==> src/rtl/s2luv_div.sv <==
// Pipelined restoring divider, SPS quotient bits per stage.
// Depends on nothing; caller guarantees num >> QW < den.
`default_nettype none

module s2luv_div #(
	parameter int NW  = 44,
	parameter int DW  = 14,
	parameter int QW  = 31,
	parameter int SPS = 4
) (
	input  wire logic          clk,
	input  wire logic          en,
	input  wire logic [NW-1:0] num,
	input  wire logic [DW-1:0] den,
	output logic      [QW-1:0] quo
);

	localparam int NST = (QW + SPS - 1) / SPS;

	logic [DW-1:0] rem_s [NST];
	logic [QW-1:0] nq_s  [NST];
	logic [DW-1:0] den_s [NST];

	for (genvar k = 0; k < NST; k++) begin : g_st
		localparam int NSTEP = (QW - k * SPS < SPS) ? (QW - k * SPS) : SPS;
		logic [DW-1:0] r_in, r_out, d_in;
		logic [QW-1:0] q_in, q_out;
		logic [DW:0]   t;

		if (k == 0) begin : g_first
			assign r_in = DW'(num[NW-1:QW]);
			assign q_in = num[QW-1:0];
			assign d_in = den;
		end else begin : g_next
			assign r_in = rem_s[k-1];
			assign q_in = nq_s[k-1];
			assign d_in = den_s[k-1];
		end

		// shift in one numerator bit, subtract when it fits
		always_comb begin
			r_out = r_in;
			q_out = q_in;
			t     = '0;
			for (int i = 0; i < NSTEP; i++) begin
				t = {r_out, q_out[QW-1]};
				if (t >= {1'b0, d_in}) begin
					t     = t - {1'b0, d_in};
					q_out = {q_out[QW-2:0], 1'b1};
				end else begin
					q_out = {q_out[QW-2:0], 1'b0};
				end
				r_out = t[DW-1:0];
			end
		end

		always_ff @(posedge clk) begin
			if (en) begin
				rem_s[k] <= r_out;
				nq_s[k]  <= q_out;
				den_s[k] <= d_in;
			end
		end
	end

	assign quo = nq_s[NST-1];

endmodule

`default_nettype wire

==> config.mk <==
export PLATFORM = sky130hd
export DESIGN_NAME = s2luv_div
export DESIGN_NICKNAME = d
export VERILOG_FILES = /design/src/rtl/s2luv_div.sv
export SDC_FILE = /design/constraint.sdc
export NUM_CORES = 2
export LEC_CHECK = 0
export ABC_AREA = 1
export BUFFER_PORTS_ARGS = -buffer_cell sky130_fd_sc_hd__buf_2
export CAP_MARGIN = 0
export CELL_PAD_IN_SITES_DETAIL_PLACEMENT = 1
export CELL_PAD_IN_SITES_GLOBAL_PLACEMENT = 2
export CORE_MARGIN = 5
export CORE_UTILIZATION = 42
export DETAILED_ROUTE_END_ITERATION = 7
export HOLD_SLACK_MARGIN = 0.05
export PLACE_DENSITY_LB_ADDON = 0.1
export SYNTH_ARGS = -nofsm -noshare
export SYNTH_HDL_FRONTEND = slang
export SYNTH_SLANG_ARGS = --single-unit
export TNS_END_PERCENT = 10
==> constraint.sdc <==
create_clock -name clk -period 20.9 [get_ports clk]
set_clock_uncertainty 0.1 [all_clocks]
set_input_delay 1.045 -clock clk [delete_from_list [all_inputs] [get_ports clk]]
set_output_delay 1.045 -clock clk [all_outputs]
set_load 0.02 [all_outputs]
* Yosys cells after proc, flatten, opt, wreduce, memory -nomap -nowiden
Memories as Yosys holds them, arrays and structs flattened. Index checks and enable logic that the tools add are counted.
Word-level totals: register bits after elaboration 0, RAM bits 472, output and inout bits 31, logic and storage cells 129, memories kept 3
Memory list:
- nq_s | depth 8, width 31, read ports 8, clocked after Yosys merged registers in 0, write ports 8, line 21 | logic [QW-1:0] nq_s [NST];
- den_s | depth 8, width 14, read ports 7, clocked after Yosys merged registers in 0, write ports 8, line 22 | logic [DW-1:0] den_s [NST];
- rem_s | depth 8, width 14, read ports 7, clocked after Yosys merged registers in 0, write ports 8, line 20 | logic [DW-1:0] rem_s [NST];
Operators by class: $add $sub $neg 31, magnitude comparators 31, multiplexer cells 64
Operator list (number):
- $ge 15x14->1 | 30
- $mux 14 | 31
- $sub 14x14->14 | 31
- $mux 1 | 33
- $ge 14x14->1 | 1

* Logic depth before layout (Yosys ltp)
An unclocked memory read counts as a cell.
depth after elaboration 9, depth in mapped cells 53, mapped depth without buffers 50

* Worst setup path before layout
OpenSTA, ideal clock, no wires.
kind input-to-reg, start in num[30], end mem rem_s[0][10] (data pin), arrival 7.411 ns, library setup time 0.130 ns, setup slack 13.259 ns, data required time 20.670 ns, cell stages on the path 48, cell sequence inv_1 > ha_1 > inv_1 > fa_1 > nand3_1 > nand2_2 > nand2_1 > nand2_1 > nand3_2 > nand3_4 > inv_2 > buf_2 > o21a_1 > inv_1 > ha_1 > a21oi_1 > o21ai_0 > a21oi_1 > (+12 left out) > nand2_1 > nand2_1 > inv_1 > nand3_4 > o21ai_0 > ha_1 > nand3b_1 > nand3_1 > a21oi_1 > o21bai_1 > nand2_1 > o2111ai_1 > a21oi_1 > inv_1 > nor2_4 > buf_4 > nand3_1 > nand2_1
RTL lines:
- from (decl) | line 13 | input wire logic [NW-1:0] num,
- to (decl) | line 20

==> impl_metrics.ini <==
[global_route]
grt_pass1_wl_um = 190000
grt_use_met3_pct = 2.68
grt_pass1_vias = 34500
grt.met2_usage_pct = 41.7
grt_max_degree = 159
busiest_layer = met2
overflow = 0
track_usage_pct = 23.8
use_met1_pct = 32.0
antenna_found_initial = 0

[setup_path]
required_ns = 21.29
endpoint_kind = register
start_kind = register
reg2reg_from = den_s[3][11]
rrSetupSlack_ns = 10.57
crit_fanout = 18
crit_start = den_s[3][11]
cp_slowest_stage_delay_ns = 0.84
critPathArrivalTime_ns = 10.72
critPathMostFrequentCell = nand2_1
cpLargestDelayFamily = simple AND/OR/NAND/NOR gates
cp_num_buf_inv = 3
cp_slowest_cell = o21ai_1
path_class = reg2reg

[yosys]
synth_area_per_cell_um2 = 7.87
synth_edf_count = 444
synthArstFlopShare_pct = 0
syn-num-nets = 5561
synth_seq_cells = 444
syn_area_mm2 = 0.0396
yosysUniqueCellTypes = 55
synthFlopType = edfxtp_1
syn_inst = 5037
yosysWarningCount = 0
yosysSeqAreaShare_pct = 33.6

[die]
die_y_um = 317
fp.dieArea_mm2 = 0.101
core_mm2 = 0.0935
initial_core_util_pct = 42.4
die_w_um = 317
num_io_pins = 91
rows = 112

[clock_network]
cts_root_buf = clkbuf_16
numCtsBuffers = 53
clk_path_buf_depth = 3
cts_resized = 0
cts_setup_buffers = 0
htree_levels = 2
cts_hold_buf = 0
clkSinkCount = 444
clk_pin_slew_ns = 0.06
cts_tree = done
clock_latency_ns = 0.65

[placement]
port_buffers = 90
dp_hpwl_um = 98000
gp_congestion = 0.871

[timing]
grt_setup_unrepaired = no
finalHoldViolCount = 0
fin_crit_ns = 10.33
setup_viol = 0
drv_slew = 0
tns_ns = 0
max_freq_mhz = 96.8
worst_pin_slew_ns = 1.08
relSlewSlack_pct = 27.6
fin_crit_sh_pct = 49.4

[hold_path]
hold_start = nq_s[1][46]
hold_path_class = reg2reg

[job]
cap_violations = 0

[cells_and_area]
area_delta_synth_final_pct = 8.07
fillCellCount = 11600
antenna_cells = 0
layout-drive-gt1-share_pct = 6.30
nets = 5641

[detailed_routing]
ant_nets = 0
totalWireLength_um = 121000
route.detailed.drc = 0
route.detailed.wl_per_inst_um = 18.9
first_pass_iters = 5
drt_iter0_drc = 1748
drt-vias-per-instance = 5.28
num_vias = 33900

[outcome]
status = completed
-- worst register-to-register path, delay by kind of cell (launching register included) --
kind            cells  cell delay (ns)
simple gates       19             3.77
fa+ha+maj           4             1.48
compound gates     14             3.58
buf+inv             3             0.81
flops               1             0.41
-- cells in the final DEF, fill, tap and decap left out, types with 16 or more instances in the layout --
master,n
or2_2,35
nand4_1,68
nand3_4,19
buf_2,89
nand2_1,1370
o21ai_0,269
clkbuf_16,53
nand2_2,21
o21a_1,28
ha_1,434
a21o_1,26
o21ai_1,25
inv_1,604
xor2_1,181
nand3_1,352
nand3b_1,19
fa_1,30
nor2_1,258
a21oi_1,397
edfxtp_1,444
o21bai_1,37
nand3_2,19
nor3_1,68
xnor2_1,112
o2111ai_1,16
-- stage by stage --
| step | hold slack, ns | cell area [um2] | setup slack, ns | cells | util [%] |
|---|---|---|---|---|---|
| finish | 0.313 | 42800 | 10.57 | 6411 | 45.8 |
| global route | 0.315 | 42800 | 9.60 | 6411 | 45.8 |
| CTS | 0.305 | 42800 | 10.66 | 6411 | 45.8 |
| detailed placement | 0.305 | 41200 | 10.72 | 6316 | 44.1 |
| global placement | 0.300 | 41200 | 10.82 | 6316 | 44.1 |
| floorplan | 0.300 | 39600 | 13.26 | 5037 | - |
-- registers in the layout (all words and copies together) (netlist names) --
name   cells
rem_s     98
nq_s     248
den_s     98
-- metal layers --
metal	routed length, um	part of all wire, %	vias to the layer above
met1	57200	47	16100
met5	0	0	-
li1	-	-	17200
met2	58300	48	382
met3	3450	2.8	130
met4	2520	2.1	0
-- path summary, 6_finish.rpt --
check                 end  cells after the start
max          rem_s[4][11]                     40
min           nq_s[1][81]                      0
max reg2reg  rem_s[4][11]                     40
min reg2reg   nq_s[1][81]                      0
-- cells by family (layout without fill, tap and decap cells) --
group                      Yosys count  in the layout  synth area share (%)
and+or+nand+nor                   2286           2286                  25.5
xor gates and xnor gates           293            293                  6.47
AOI/OAI and AO/OA                  860            860                  12.0
adders and majority gates          464            464                  15.2
DFF                                444            444                  33.6
buffers and inverters              690            810                  7.17
-- area by class of cell --
| type | count | area [um2] | area share [%] |
|---|---|---|---|
| inverter | 619 | 2330 | 5.44 |
| clock buffer | 62 | 1360 | 3.17 |
| multi-input combinational | 3903 | 23500 | 54.8 |
| tap | 1254 | 1570 | 3.66 |
| sequential | 444 | 13300 | 31.1 |
| clock inverter | 33 | 264 | 0.616 |
| timing repair buffer | 96 | 518 | 1.21 |
-- synth_stat cells (35+ instances only) --
cell type / instances / area [um2]
o21bai_1: 37 / 278
or2_2: 35 / 219
xnor2_1: 112 / 981
ha_1: 434 / 5430
nor3_1: 68 / 340
a21oi_1: 397 / 1990
nand4_1: 68 / 425
nand2_1: 1370 / 5140
edfxtp_1: 444 / 13300
nand3_1: 352 / 1760
inv_1: 604 / 2270
o21ai_0: 269 / 1350
nor2_1: 258 / 968
xor2_1: 181 / 1590
Power is not shown: default switching activity piles up to over one toggle a cycle in this logic, so the estimate is an artifact.
